$ cat src/rtl/tlvts_pkg.sv
// Package of the BER-TLV path and tag search: types, codes and defaults.
// Used by every module of the block; depends on nothing.
package tlvts_pkg;

  localparam int MAX_PATH_DEPTH_DEF = 3;
  localparam int LENGTH_BITS_DEF    = 24;
  localparam int CFG_IDX_W          = 3;
  localparam int CFG_DATA_W         = 24;
  localparam int VALUE_LEN_W        = 24;

  localparam logic [4:0] TAG_MULTI_MASK = 5'h1F;
  localparam logic [7:0] LEN_LONG_1     = 8'h81;
  localparam logic [7:0] LEN_LONG_2     = 8'h82;
  localparam logic [7:0] LEN_LONG_3     = 8'h83;

  typedef enum logic [CFG_IDX_W-1:0] {
    CFG_BUFFER_SIZE    = 3'd0,
    CFG_PATH_DEPTH     = 3'd1,
    CFG_PATH_TAG_A     = 3'd2,
    CFG_PATH_TAG_B     = 3'd3,
    CFG_PATH_TAG_C     = 3'd4,
    CFG_TARGET_TAG     = 3'd5,
    CFG_TARGET_TAG_LEN = 3'd6
  } cfg_idx_t;

  typedef enum logic [1:0] {
    ST_VALUE = 2'd0,
    ST_EMPTY = 2'd1,
    ST_ERROR = 2'd2
  } status_t;

  typedef enum logic [7:0] {
    PH_START  = 8'b0000_0001,
    PH_TAG1   = 8'b0000_0010,
    PH_TAG2   = 8'b0000_0100,
    PH_LEN0   = 8'b0000_1000,
    PH_LENX   = 8'b0001_0000,
    PH_SKIP   = 8'b0010_0000,
    PH_STREAM = 8'b0100_0000,
    PH_DONE   = 8'b1000_0000
  } phase_t;

  typedef struct packed {
    logic [23:0] buffer_size;
    logic [1:0]  path_depth;
    logic [7:0]  path_tag_a;
    logic [7:0]  path_tag_b;
    logic [7:0]  path_tag_c;
    logic [15:0] target_tag;
    logic [1:0]  target_tag_len;
  } cfg_t;

  typedef struct packed {
    logic                   valid;
    status_t                status;
    logic [7:0]             value_byte;
    logic [VALUE_LEN_W-1:0] value_length;
    logic                   last;
  } res_t;

endpackage

$ cat src/rtl/tlvts_if.sv
// Valid/ready channel interfaces for request bytes and search results.
// Standalone; widths follow the fixed field widths of the block.
interface tlvts_in_if;
  logic       valid;
  logic       ready;
  logic [7:0] data_byte;
  logic       start_of_buffer;

  modport source (output valid, data_byte, start_of_buffer, input ready);
  modport sink (input valid, data_byte, start_of_buffer, output ready);
endinterface

interface tlvts_out_if;
  logic        valid;
  logic        ready;
  logic [1:0]  status;
  logic [7:0]  value_byte;
  logic [23:0] value_length;
  logic        last;

  modport source (output valid, status, value_byte, value_length, last, input ready);
  modport sink (input valid, status, value_byte, value_length, last, output ready);
endinterface

$ cat src/rtl/tlvts_cfg_regs.sv
// Configuration register file of the tag search, written through a plain port.
// Depends on tlvts_pkg for the register indexes and the cfg_t bundle.
module tlvts_cfg_regs (
  input  logic                                 clk,
  input  logic                                 rst,
  input  logic                                 wr_en,
  input  logic [tlvts_pkg::CFG_IDX_W-1:0]      index,
  input  logic [tlvts_pkg::CFG_DATA_W-1:0]     data,
  output tlvts_pkg::cfg_t                      cfg
);
  import tlvts_pkg::*;

  always_ff @(posedge clk) begin
    if (rst) begin
      cfg <= '{buffer_size:    24'd1,
               path_depth:     2'd0,
               path_tag_a:     8'h00,
               path_tag_b:     8'h00,
               path_tag_c:     8'h00,
               target_tag:     16'h0000,
               target_tag_len: 2'd1};
    end else if (wr_en) begin
      unique case (cfg_idx_t'(index))
        CFG_BUFFER_SIZE:    cfg.buffer_size    <= data[23:0];
        CFG_PATH_DEPTH:     cfg.path_depth     <= data[1:0];
        CFG_PATH_TAG_A:     cfg.path_tag_a     <= data[7:0];
        CFG_PATH_TAG_B:     cfg.path_tag_b     <= data[7:0];
        CFG_PATH_TAG_C:     cfg.path_tag_c     <= data[7:0];
        CFG_TARGET_TAG:     cfg.target_tag     <= data[15:0];
        CFG_TARGET_TAG_LEN: cfg.target_tag_len <= data[1:0];
        default: ;
      endcase
    end
  end

endmodule

$ cat src/rtl/tlvts_parser.sv
// Input register and per-byte TLV parse step of the tag search.
// Depends on tlvts_pkg; feeds at most one result per parsed byte to the output stage.
module tlvts_parser #(
  parameter int MAX_PATH_DEPTH = tlvts_pkg::MAX_PATH_DEPTH_DEF,
  parameter int LENGTH_BITS    = tlvts_pkg::LENGTH_BITS_DEF
) (
  input  logic            clk,
  input  logic            rst,
  input  tlvts_pkg::cfg_t cfg,
  input  logic            in_valid,
  output logic            in_ready,
  input  logic [7:0]      in_byte,
  input  logic            in_sob,
  input  logic            out_room,
  output tlvts_pkg::res_t res
);
  import tlvts_pkg::*;

  localparam int LVL_W = (MAX_PATH_DEPTH > 0) ? $clog2(MAX_PATH_DEPTH + 1) : 1;

  logic                   q_valid;
  logic [7:0]             q_byte;
  logic                   q_sob;
  logic                   go;

  phase_t                 phase, phase_next;
  logic [15:0]            hdr, hdr_next;
  logic                   two_byte, two_byte_next;
  logic [1:0]             lbl, lbl_next;
  logic [LENGTH_BITS-1:0] rvl, rvl_next;
  logic [LENGTH_BITS-1:0] vbl, vbl_next;
  logic [LVL_W-1:0]       level, level_next;
  logic [LENGTH_BITS-1:0] scope      [0:MAX_PATH_DEPTH];
  logic [LENGTH_BITS-1:0] scope_next [0:MAX_PATH_DEPTH];

  assign go       = q_valid && out_room;
  assign in_ready = !q_valid || go;

  always_ff @(posedge clk) begin
    if (rst) begin
      q_valid <= 1'b0;
    end else if (in_ready) begin
      q_valid <= in_valid;
    end
  end

  always_ff @(posedge clk) begin
    if (in_ready && in_valid) begin
      q_byte <= in_byte;
      q_sob  <= in_sob;
    end
  end

  always_ff @(posedge clk) begin
    if (rst) begin
      phase <= PH_START;
      level <= '0;
    end else if (go) begin
      phase <= phase_next;
      level <= level_next;
    end
  end

  always_ff @(posedge clk) begin
    if (go) begin
      hdr      <= hdr_next;
      two_byte <= two_byte_next;
      lbl      <= lbl_next;
      rvl      <= rvl_next;
      vbl      <= vbl_next;
      scope    <= scope_next;
    end
  end

  always_comb begin
    phase_t                 ph_e;
    logic [LVL_W-1:0]       lvl_e;
    logic [LVL_W-1:0]       lvl_p1;
    logic [15:0]            hdr_e;
    logic                   two_e;
    logic [1:0]             lbl_e;
    logic [LENGTH_BITS-1:0] rvl_e;
    logic [LENGTH_BITS-1:0] vbl_e;
    logic [LENGTH_BITS-1:0] s_e;
    logic [LENGTH_BITS-1:0] rvl_hd;
    logic [LENGTH_BITS-1:0] s_rest;
    logic [LENGTH_BITS+7:0] rvl_cat;
    logic                   start;
    logic                   fail;
    logic                   hd;
    logic                   in_path;
    logic                   two_target;
    logic                   hit_tmpl;
    logic                   hit_tgt;
    logic [7:0]             tmpl;
    int                     dnow;

    start = q_sob || (phase == PH_START);
    ph_e  = phase;
    lvl_e = level;
    hdr_e = hdr;
    two_e = two_byte;
    lbl_e = lbl;
    rvl_e = rvl;
    vbl_e = vbl;
    s_e   = scope[level];
    if (start) begin
      ph_e  = PH_TAG1;
      lvl_e = '0;
      hdr_e = '0;
      two_e = 1'b0;
      lbl_e = '0;
      rvl_e = '0;
      vbl_e = '0;
      s_e   = LENGTH_BITS'(cfg.buffer_size);
    end

    phase_next    = ph_e;
    level_next    = lvl_e;
    hdr_next      = hdr_e;
    two_byte_next = two_e;
    lbl_next      = lbl_e;
    rvl_next      = rvl_e;
    vbl_next      = vbl_e;
    scope_next    = scope;

    lvl_p1  = lvl_e + 1'b1;
    rvl_cat = {rvl_e, q_byte};
    rvl_hd  = rvl_e;
    s_rest  = s_e + ~rvl_hd;
    fail    = 1'b0;
    hd      = 1'b0;

    dnow    = (int'(cfg.path_depth) > MAX_PATH_DEPTH) ? MAX_PATH_DEPTH
                                                      : int'(cfg.path_depth);
    in_path = int'(lvl_e) < dnow;
    if (int'(lvl_e) == 0) begin
      tmpl = cfg.path_tag_a;
    end else if (int'(lvl_e) == 1) begin
      tmpl = cfg.path_tag_b;
    end else if (int'(lvl_e) == 2) begin
      tmpl = cfg.path_tag_c;
    end else begin
      tmpl = 8'h00;
    end
    two_target = cfg.target_tag_len[1];
    hit_tmpl   = !two_e && (hdr_e[15:8] == tmpl);
    hit_tgt    = (two_e == two_target) &&
                 (two_target ? (hdr_e == cfg.target_tag)
                             : (hdr_e[15:8] == cfg.target_tag[15:8]));

    res              = '0;
    res.status       = ST_VALUE;

    if (ph_e == PH_DONE) begin
      phase_next = PH_DONE;
    end else if (s_e == '0) begin
      fail = 1'b1;
    end else begin
      scope_next[lvl_e] = s_e - 1'b1;
      unique case (ph_e)
        PH_TAG1: begin
          hdr_next      = {q_byte, 8'h00};
          two_byte_next = (q_byte[4:0] == TAG_MULTI_MASK);
          if (s_e <= (two_byte_next ? LENGTH_BITS'(2) : LENGTH_BITS'(1))) begin
            fail = 1'b1;
          end else begin
            phase_next = two_byte_next ? PH_TAG2 : PH_LEN0;
          end
        end
        PH_TAG2: begin
          hdr_next[7:0] = q_byte;
          if (s_e <= LENGTH_BITS'(1)) begin
            fail = 1'b1;
          end else begin
            phase_next = PH_LEN0;
          end
        end
        PH_LEN0: begin
          if (!q_byte[7]) begin
            rvl_hd = LENGTH_BITS'(q_byte);
            hd     = 1'b1;
          end else if (q_byte == LEN_LONG_1 || q_byte == LEN_LONG_2 ||
                       q_byte == LEN_LONG_3) begin
            lbl_next = q_byte[1:0];
            rvl_next = '0;
            if (s_e <= LENGTH_BITS'(q_byte[1:0])) begin
              fail = 1'b1;
            end else begin
              phase_next = PH_LENX;
            end
          end else begin
            fail = 1'b1;
          end
        end
        PH_LENX: begin
          rvl_hd   = rvl_cat[LENGTH_BITS-1:0];
          rvl_next = rvl_hd;
          lbl_next = lbl_e - 2'd1;
          hd       = (lbl_e == 2'd1);
        end
        PH_SKIP: begin
          vbl_next = vbl_e - 1'b1;
          if (vbl_e == LENGTH_BITS'(1)) begin
            if (s_e == LENGTH_BITS'(1)) begin
              fail = 1'b1;
            end else begin
              phase_next = PH_TAG1;
            end
          end
        end
        PH_STREAM: begin
          vbl_next         = vbl_e - 1'b1;
          res.valid        = 1'b1;
          res.value_byte   = q_byte;
          res.value_length = VALUE_LEN_W'(rvl_e);
          if (vbl_e == LENGTH_BITS'(1)) begin
            res.last   = 1'b1;
            phase_next = PH_DONE;
          end
        end
        default: begin
          fail = 1'b1;
        end
      endcase

      if (hd) begin
        rvl_next = rvl_hd;
        s_rest   = s_e + ~rvl_hd;
        if (rvl_hd >= s_e) begin
          fail = 1'b1;
        end else if (in_path && hit_tmpl) begin
          if (rvl_hd == '0) begin
            fail = 1'b1;
          end else begin
            scope_next[lvl_e]  = s_rest;
            scope_next[lvl_p1] = rvl_hd;
            level_next         = lvl_p1;
            phase_next         = PH_TAG1;
          end
        end else if (!in_path && hit_tgt) begin
          if (rvl_hd == '0) begin
            res.valid  = 1'b1;
            res.status = ST_EMPTY;
            res.last   = 1'b1;
            phase_next = PH_DONE;
          end else begin
            vbl_next   = rvl_hd;
            phase_next = PH_STREAM;
          end
        end else if (rvl_hd == '0) begin
          if (s_e == LENGTH_BITS'(1)) begin
            fail = 1'b1;
          end else begin
            phase_next = PH_TAG1;
          end
        end else begin
          vbl_next   = rvl_hd;
          phase_next = PH_SKIP;
        end
      end
    end

    if (fail) begin
      phase_next       = PH_DONE;
      res.valid        = 1'b1;
      res.status       = ST_ERROR;
      res.value_byte   = 8'h00;
      res.value_length = '0;
      res.last         = 1'b1;
    end
    res.valid = res.valid && go;
  end

endmodule

$ cat src/rtl/tlvts_out_stage.sv
// Result register of the tag search, holding one result until it is taken.
// Depends on tlvts_pkg for the res_t bundle.
module tlvts_out_stage (
  input  logic                                  clk,
  input  logic                                  rst,
  input  tlvts_pkg::res_t                       res,
  output logic                                  room,
  output logic                                  out_valid,
  input  logic                                  out_ready,
  output logic [1:0]                            status,
  output logic [7:0]                            value_byte,
  output logic [tlvts_pkg::VALUE_LEN_W-1:0]     value_length,
  output logic                                  last
);
  import tlvts_pkg::*;

  assign room = !out_valid || out_ready;

  always_ff @(posedge clk) begin
    if (rst) begin
      out_valid <= 1'b0;
    end else if (res.valid) begin
      out_valid <= 1'b1;
    end else if (out_ready) begin
      out_valid <= 1'b0;
    end
  end

  always_ff @(posedge clk) begin
    if (res.valid) begin
      status       <= res.status;
      value_byte   <= res.value_byte;
      value_length <= res.value_length;
      last         <= res.last;
    end
  end

endmodule

$ cat src/rtl/tlv_path_tag_search.sv
// BER-TLV path and tag search: one request byte accepted per clock cycle.
// A byte accepted into the input register is parsed from there, and its result, if any,
// is then registered in the result register. Throughput: one byte per cycle, set by the
// parse step; the input stalls only while an untaken result fills the result register.
// Reset (rst, synchronous) empties both registers, restores the register defaults
// and makes the next byte start a new search.
module tlv_path_tag_search #(
  parameter int MAX_PATH_DEPTH = tlvts_pkg::MAX_PATH_DEPTH_DEF,
  parameter int LENGTH_BITS    = tlvts_pkg::LENGTH_BITS_DEF
) (
  input  logic                             clk,
  input  logic                             rst,
  input  logic                             cfg_wr_en,
  input  logic [tlvts_pkg::CFG_IDX_W-1:0]  cfg_index,
  input  logic [tlvts_pkg::CFG_DATA_W-1:0] cfg_data,
  tlvts_in_if.sink                         in_ch,
  tlvts_out_if.source                      out_ch
);
  import tlvts_pkg::*;

  cfg_t cfg;
  res_t res;
  logic room;

  tlvts_cfg_regs u_cfg_regs (
    .clk   (clk),
    .rst   (rst),
    .wr_en (cfg_wr_en),
    .index (cfg_index),
    .data  (cfg_data),
    .cfg   (cfg)
  );

  tlvts_parser #(
    .MAX_PATH_DEPTH (MAX_PATH_DEPTH),
    .LENGTH_BITS    (LENGTH_BITS)
  ) u_parser (
    .clk      (clk),
    .rst      (rst),
    .cfg      (cfg),
    .in_valid (in_ch.valid),
    .in_ready (in_ch.ready),
    .in_byte  (in_ch.data_byte),
    .in_sob   (in_ch.start_of_buffer),
    .out_room (room),
    .res      (res)
  );

  tlvts_out_stage u_out_stage (
    .clk          (clk),
    .rst          (rst),
    .res          (res),
    .room         (room),
    .out_valid    (out_ch.valid),
    .out_ready    (out_ch.ready),
    .status       (out_ch.status),
    .value_byte   (out_ch.value_byte),
    .value_length (out_ch.value_length),
    .last         (out_ch.last)
  );

endmodule

$ cat src/flat_wrapper.sv
// flat-port wrapper written by rule: the top's interface ports become plain ports
module tlv_path_tag_search_flat import tlvts_pkg::*;
#(
  parameter int MAX_PATH_DEPTH = tlvts_pkg::MAX_PATH_DEPTH_DEF,
  parameter int LENGTH_BITS    = tlvts_pkg::LENGTH_BITS_DEF
)
  (clk, rst, cfg_wr_en, cfg_index, cfg_data, in_ch_valid, in_ch_data_byte, in_ch_start_of_buffer, in_ch_ready, out_ch_valid, out_ch_status, out_ch_value_byte, out_ch_value_length, out_ch_last, out_ch_ready);
  tlvts_in_if in_ch_i ();
  tlvts_out_if out_ch_i ();
  input  logic clk;
  input  logic rst;
  input  logic cfg_wr_en;
  input  logic [tlvts_pkg::CFG_IDX_W-1:0] cfg_index;
  input  logic [tlvts_pkg::CFG_DATA_W-1:0] cfg_data;
  input wire logic [$bits(in_ch_i.valid)-1:0] in_ch_valid;
  input wire logic [$bits(in_ch_i.data_byte)-1:0] in_ch_data_byte;
  input wire logic [$bits(in_ch_i.start_of_buffer)-1:0] in_ch_start_of_buffer;
  output wire logic [$bits(in_ch_i.ready)-1:0] in_ch_ready;
  output wire logic [$bits(out_ch_i.valid)-1:0] out_ch_valid;
  output wire logic [$bits(out_ch_i.status)-1:0] out_ch_status;
  output wire logic [$bits(out_ch_i.value_byte)-1:0] out_ch_value_byte;
  output wire logic [$bits(out_ch_i.value_length)-1:0] out_ch_value_length;
  output wire logic [$bits(out_ch_i.last)-1:0] out_ch_last;
  input wire logic [$bits(out_ch_i.ready)-1:0] out_ch_ready;
  assign in_ch_i.valid = in_ch_valid;
  assign in_ch_i.data_byte = in_ch_data_byte;
  assign in_ch_i.start_of_buffer = in_ch_start_of_buffer;
  assign in_ch_ready = in_ch_i.ready;
  assign out_ch_valid = out_ch_i.valid;
  assign out_ch_status = out_ch_i.status;
  assign out_ch_value_byte = out_ch_i.value_byte;
  assign out_ch_value_length = out_ch_i.value_length;
  assign out_ch_last = out_ch_i.last;
  assign out_ch_i.ready = out_ch_ready;
  tlv_path_tag_search #(.MAX_PATH_DEPTH(MAX_PATH_DEPTH), .LENGTH_BITS(LENGTH_BITS)) u_core (.clk(clk), .rst(rst), .cfg_wr_en(cfg_wr_en), .cfg_index(cfg_index), .cfg_data(cfg_data), .in_ch(in_ch_i), .out_ch(out_ch_i));
endmodule
$ cat config.mk
export PLATFORM = sky130hd
export DESIGN_NAME = tlv_path_tag_search_flat
export DESIGN_NICKNAME = d
export VERILOG_FILES = /design/src/rtl/tlvts_pkg.sv /design/src/rtl/tlvts_if.sv /design/src/rtl/tlvts_cfg_regs.sv /design/src/rtl/tlvts_parser.sv /design/src/rtl/tlvts_out_stage.sv /design/src/rtl/tlv_path_tag_search.sv /design/src/flat_wrapper.sv
export SDC_FILE = /design/constraint.sdc
export NUM_CORES = 1
export LEC_CHECK = 0
export BUFFER_PORTS_ARGS = -buffer_cell sky130_fd_sc_hd__clkbuf_2
export CAP_MARGIN = 10
export CORE_ASPECT_RATIO = 1.2
export CORE_MARGIN = 2
export CORE_UTILIZATION = 45
export CTS_CLUSTER_DIAMETER = 30
export DETAILED_ROUTE_END_ITERATION = 12
export SYNTH_ARGS = -nofsm -noshare
export SYNTH_HDL_FRONTEND = slang
export SYNTH_HIERARCHICAL = 1
export SYNTH_SLANG_ARGS = --single-unit
$ cat constraint.sdc
create_clock -name clk -period 8.57 [get_ports clk]
set_input_delay 1.714 -clock clk [delete_from_list [all_inputs] [get_ports clk]]
set_output_delay 1.714 -clock clk [all_outputs]
set_load 0.05 [all_outputs]
* Yosys cells after proc, flatten, opt, wreduce, memory -nomap -nowiden
Index checks and enable logic that the tools add are counted.
** Word-level totals
- Bits in registers :: 287
- Bits in latches :: 0
- Memory bits (writable) :: 0
- ROM bits :: 0
- Input bits :: 41
- Output and inout port bits :: 37
- Logic and storage cells :: 235
- Memories :: 0
** Cells by class
- Add/subtract/negate cells :: 5
- Multipliers :: 0
- Div/mod/pow operators :: 0
- Order comparisons :: 10
- Eq/ne operators :: 27
- Shifts and indexed selects :: 0
- Muxes and demuxes :: 122
- Bitwise gates (word level) :: 9
- Reductions and logical operators :: 35
** Operator list (number)
- $mux W24 :: 22
- $mux W96 :: 4
- $bwmux W96 :: 3
- $mux W8 :: 24
- $mux W36 :: 3
- $demux W24 S2 :: 2
- $pmux W24 S2 :: 2
- $bmux W24 S2 :: 1
- $eq A24 B1 Y1 const B :: 2
- $le A24 B2 Y1 :: 2
- $logic_not A24 Y1 :: 2
- $mux W16 :: 3
- $sub A24 B1 Y24 const B :: 2
- $pmux W8 S5 :: 1
- $mux W1 :: 33
- $mux W33 :: 1
- $eq A8 B8 Y1 const B :: 4
- $mux W2 :: 13
- $add A24 B24 Y24 :: 1
- $ge A24 B24 Y1 :: 1
- $le A24 B1 Y1 const B :: 1
- $not A24 Y24 :: 1
- $eq A16 B16 Y1 :: 1
- $eq A8 B8 Y1 :: 2
- other kinds (38) :: 77

* Longest topological paths before layout
- Depth in word-level cells :: 21
- Mapped depth :: 26
- Depth with buffers taken out :: 17

* Cells and area by module
The synthesis kept the hierarchy.
** By module, submodules not included
- tlvts_parser :: times used 1, cells each 1937, area an instance 16538.4 µm², seq. area each 5385.2 µm²
- tlvts_cfg_regs :: times used 1, cells each 256, area an instance 2800.2 µm², seq. area each 1361.3 µm²
- tlvts_out_stage :: times used 1, cells each 39, area an instance 1097.3 µm², seq. area each 1071.0 µm²

* Worst setup path after synthesis
Ideal clock, no wire load.
- Kind :: reg2reg
- Start point :: register u_core.u_parser.level[1]
- End point :: register u_core/u_parser/scope[0] (netlist bit), enable pin
- Library setup time :: 0.551 ns
- Arrival time :: 6.496 ns
- Required time :: 8.019 ns
- Setup slack :: 1.522 ns
- Stages on the path, launching flop included :: 12
- Path buffers :: 6
- Period minus slack after synthesis :: 7.048 ns
- Path through :: dfxtp_1 buf_2 clkbuf_1 clkbuf_1 mux4_2 mux2i_1 ha_1 clkbuf_1 a31o_1 buf_2 buf_2 nor2_1
** Between the ends
- Cells in the longest elaborated chain, start to end :: 8
** RTL lines
- start: declaration :: line tlvts_parser.sv:32 : logic [LVL_W-1:0] level, level_next;
- start signal: assignment :: line tlvts_parser.sv:60 : level <= level_next;
- $not A2 Y3 (not written as such) :: line tlvts_parser.sv:106 : s_e = scope[level];
- $bmux W24 S2 :: line tlvts_parser.sv:106
- $mux W24 (not written as such) (2 in a row) :: line tlvts_parser.sv:106
- $mux W24 :: line tlvts_parser.sv:107 : if (start) begin
- $logic_not A24 Y1 :: line tlvts_parser.sv:157 : end else if (s_e == '0) begin
- $not A1 Y1 (no source line)
- $reduce_and A3 Y1 (no source line)
- end signal: assignment :: line tlvts_parser.sv:71 : scope <= scope_next;
- end: declaration :: line tlvts_parser.sv:33 : logic [LENGTH_BITS-1:0] scope [0:MAX_PATH_DEPTH];
No other way between the ends. The select of a mux whose other input is x is not followed.
A chain may end at the register's enable or synchronous reset.

* Worst setup path after layout
- Start point :: register u_core.u_parser.q_sob
- End point :: register u_core/u_parser/scope[81] (netlist bit) (data pin)
** Between the ends
- Cells in the longest elaborated chain, start to end :: 14
- Elaborated cells between the ends (all ways) :: 54
- Classes of those cells :: add/sub (3); order compare (6); eq/ne (6); mux (28); bitwise (3); reduce/logical (8)
** RTL lines
- start: declaration :: line tlvts_parser.sv:23 : logic q_sob;
- start signal: assignment :: line tlvts_parser.sv:50 : q_sob <= in_sob;
- $logic_or A1 B1 Y1 * :: line tlvts_parser.sv:98 : start = q_sob || (phase == PH_START);
- $mux W8 (tied with other cells) :: line tlvts_parser.sv:107
- $eq A8 B5 Y1 (tied with other cells) :: line tlvts_parser.sv:161 : unique case (ph_e)
- $pmux W24 S2 (tied with other cells) :: line tlvts_parser.sv:161
- $mux W24 / $logic_and A1 B1 Y1 (equally long branches) :: line tlvts_parser.sv:157, tlvts_parser.sv:160, tlvts_parser.sv:236
- $mux W24, on equally long branches :: line tlvts_parser.sv:155, tlvts_parser.sv:160, tlvts_parser.sv:236
- $not A24 Y24 / $demux W24 S2 (equally long branches) :: line tlvts_parser.sv:229, tlvts_parser.sv:160, tlvts_parser.sv:236
- $add A24 B24 Y24 / $bwmux W96 (equally long branches) :: line tlvts_parser.sv:229, tlvts_parser.sv:160
- $bwmux W96 :: line tlvts_parser.sv:236 : scope_next[lvl_e] = s_rest;
- $bwmux W96 :: line tlvts_parser.sv:237 : scope_next[lvl_p1] = rvl_hd;
- $mux W96 :: line tlvts_parser.sv:233 : if (rvl_hd == '0) begin
- $mux W96 :: line tlvts_parser.sv:232 : end else if (in_path && hit_tmpl) begin
- $mux W96 :: line tlvts_parser.sv:230 : if (rvl_hd >= s_e) begin
- $mux W96 * :: line tlvts_parser.sv:227 : if (hd) begin
Every way passes the cells marked *; elsewhere a longest branch is shown, timed or not. The select of a mux whose other input is x is not followed.

==> metrics.yaml <==
min_period_ns: 6.89
routedWlPerCell_um: 23.0
io_buffers: 77
grt_max_degree: 107
grt.overflow.total: 0
clockPowerShare_pct: 52.6
required_ns: 9.01
io_pins: 78
firstDrtPassIters: 7
clkLatencyLatePin_ns: 0.61
rr_startpoint: "u_core/u_parser/q_sob"
syn_area_per_cell_um2: 9.15
die_y_um: 237
holdPathEnd: "u_core/u_cfg_regs/cfg[26]"
dp_cells: 2790
htreeDepth: 3
hold_class: "reg2reg"
max_freq_mhz: 145
syn-cell-area_um2: 20400
outcome: "completed"
finalSetupViolCount: 0
power_switching_mw: 1.59
powerDensity_nw_per_um2: 230
cts_buffers: 76
post-place-ws_ns: 1.88
critical_path_class: "reg2reg"
drtIter0Drc: 1947
die_area_um2: 47100
combPwrFrac_pct: 17.9
hold_viol_final: 0
rsz0062_at_grt: "no"
cp_max_fo: 106
crit_path_start_kind: "flop"
core_area_um2: 44800
max-vdd-ir-drop_uv: 158
layout.nets: 2362
holdWs_ns: 0.480
yosysWarningCount: 6
leakage_nw: 9.08
p_int_mw: 3.89
fin_tns_setup_ns: 0
tightest_slew_ns: 1.19
ctsHoldBuffers: 0
min_period_over_period_pct: 80.4
drv_cap: 0
die_x_um: 198
root_buffer: "clkbuf_16"
clock_sinks: 286
drc: 0
hold_depth: 2
vias: 18400
rows: 85
ff2ff_setup_slack_ns: 1.68
cts_setup_buffers: 0
cts-resized-gates: 0
wl_um: 67400
n_antenna_cell: 0
crit_path_end_kind: "flop"
slew_headroom_pct: 20.5
worst_slack_ns: 1.68
areaGrowthSynthToFinish_pct: 16.9
maxSlewViolCount: 0
critical_path_arrival_ns: 7.33
start_util_pct: 45.6
drive_gt1_share_pct: 13.7
rr_endpoint: "u_core/u_parser/scope[81]"
grt_use_total_pct: 28.4
layout.cells.non_filler: 2926
synth_fp_nets: 2332
drtAntennaViolNets: 0
reg2reg_depth: 15
gp_congestion: 0.974
viasPerCell: 6.29
seq_power_share_pct: 29.5
synth_cells: 2229
grt_pass1_vias: 17700
dp_hpwl_um: 46400
fin_skew_ns: 0.0341
grt_pass1_wl_um: 103000
antenna_found_initial: 0
cts_tree: "yes"
clockBufferDepth: 3
netSwitchingFraction_pct: 29.1
clk_pin_slew_ns: 0.05
worstHoldStart: "u_core/u_cfg_regs/cfg[26]"
worst max-delay path by stage:
stage | from | endpoint | slack, ns | cells past startpoint
after floorplan | u_core/u_parser/level[1] | u_core/u_parser/scope[0] | 1.52 | 11
after global placement | u_core/u_parser/q_sob | u_core/u_parser/scope[81] | 2.14 | 16
after detailed placement | u_core/u_parser/q_sob | u_core/u_parser/scope[81] | 1.88 | 15
after CTS | u_core/u_parser/q_sob | u_core/u_parser/scope[81] | 1.84 | 15
after global routing | u_core/u_parser/q_sob | u_core/u_parser/scope[35] | 1.18 | 15
final | u_core/u_parser/q_sob | u_core/u_parser/scope[81] | 1.68 | 15
flip-flops by register name (all words and copies together) (netlist names), 2 cells and up:
signal                           flops
u_core/u_parser/lbl                  2
u_core/u_parser/q_byte               8
u_core/u_parser/phase                8
u_core/u_parser/rvl                 24
u_core/u_cfg_regs/cfg               67
u_core/u_out_stage/value_length     24
u_core/u_out_stage/value_byte        8
u_core/u_parser/level                2
u_core/u_parser/hdr                 16
u_core/u_out_stage/status            2
u_core/u_parser/scope               96
u_core/u_parser/vbl                 24
layer usage:
| layer | global-route usage, % | wire length [um] | share of wire (%) | vias to the layer above |
|---|---|---|---|---|
| met5 | 0 | 0 | 0 | - |
| met2 | 46.8 | 32200 | 48 | 798 |
| li1 | - | - | - | 8485 |
| met3 | 4.17 | 4450 | 6.6 | 165 |
| met4 | 16.6 | 3630 | 5.4 | 0 |
| met1 | 35.3 | 27100 | 40 | 8953 |
through the flow:
step / instance area (um^2) / utilization, % / total power, mW
after global routing: 23900 / 53.3 / 5.67
after floorplan: 20400 / - / 2.31
after CTS: 23900 / 53.3 / 5.49
final: 23900 / 53.3 / 5.48
after detailed placement: 21300 / 47.5 / 2.59
after global placement: 21300 / 47.5 / 2.58
critical path, stage by stage, from the launching register on:
cell and delay, ns:
edfxtp_1 0.56, nor3b_1 0.46, o2111a_1 0.57, nor2_1 0.28, a22oi_1 0.55, inv_1 0.15
ha_1 0.48, a21o_1 0.21, a211o_1 0.32, a2111o_1 0.29, a211oi_1 0.57, o21a_1 0.60
and2_4 1.03, buf_4 0.38, a211oi_1 0.06, a21oi_1 0.16
placed cells by master (no fill, tap or decap), types with 25 or more instances in the layout:
cell type / n
ha_1: 57
mux2i_1: 115
o21ai_1: 40
clkbuf_16: 81
nor2_1: 175
clkbuf_2: 77
inv_1: 74
nand4_1: 25
nor3_1: 42
a21oi_1: 246
dfxtp_1: 78
a211oi_1: 103
nand3_1: 38
nand2b_1: 108
a22o_1: 25
edfxtp_1: 207
o21ai_0: 43
and3_1: 31
nor2b_1: 81
nand2_1: 130
xnor2_1: 42
buf_4: 37
a31oi_1: 25
power groups by stage:
stage	sequential (mW)	combinational [mW]	clock (mW)
after global routing	1.62	1.05	2.99
final	1.62	0.979	2.88
after detailed placement	1.64	0.955	0
after floorplan	1.62	0.688	0
after global placement	1.64	0.945	0
after CTS	1.61	0.963	2.92
final cells by class:
type / count / area (um^2)
fill: 4015 / 20900
inverter: 78 / 293
tap: 609 / 762
clock buffer: 86 / 2050
timing repair buffer: 115 / 683
clock inverter: 50 / 548
sequential: 286 / 7800
multi-input combinational: 1702 / 11700
Power figures use the tool's default switching activity.
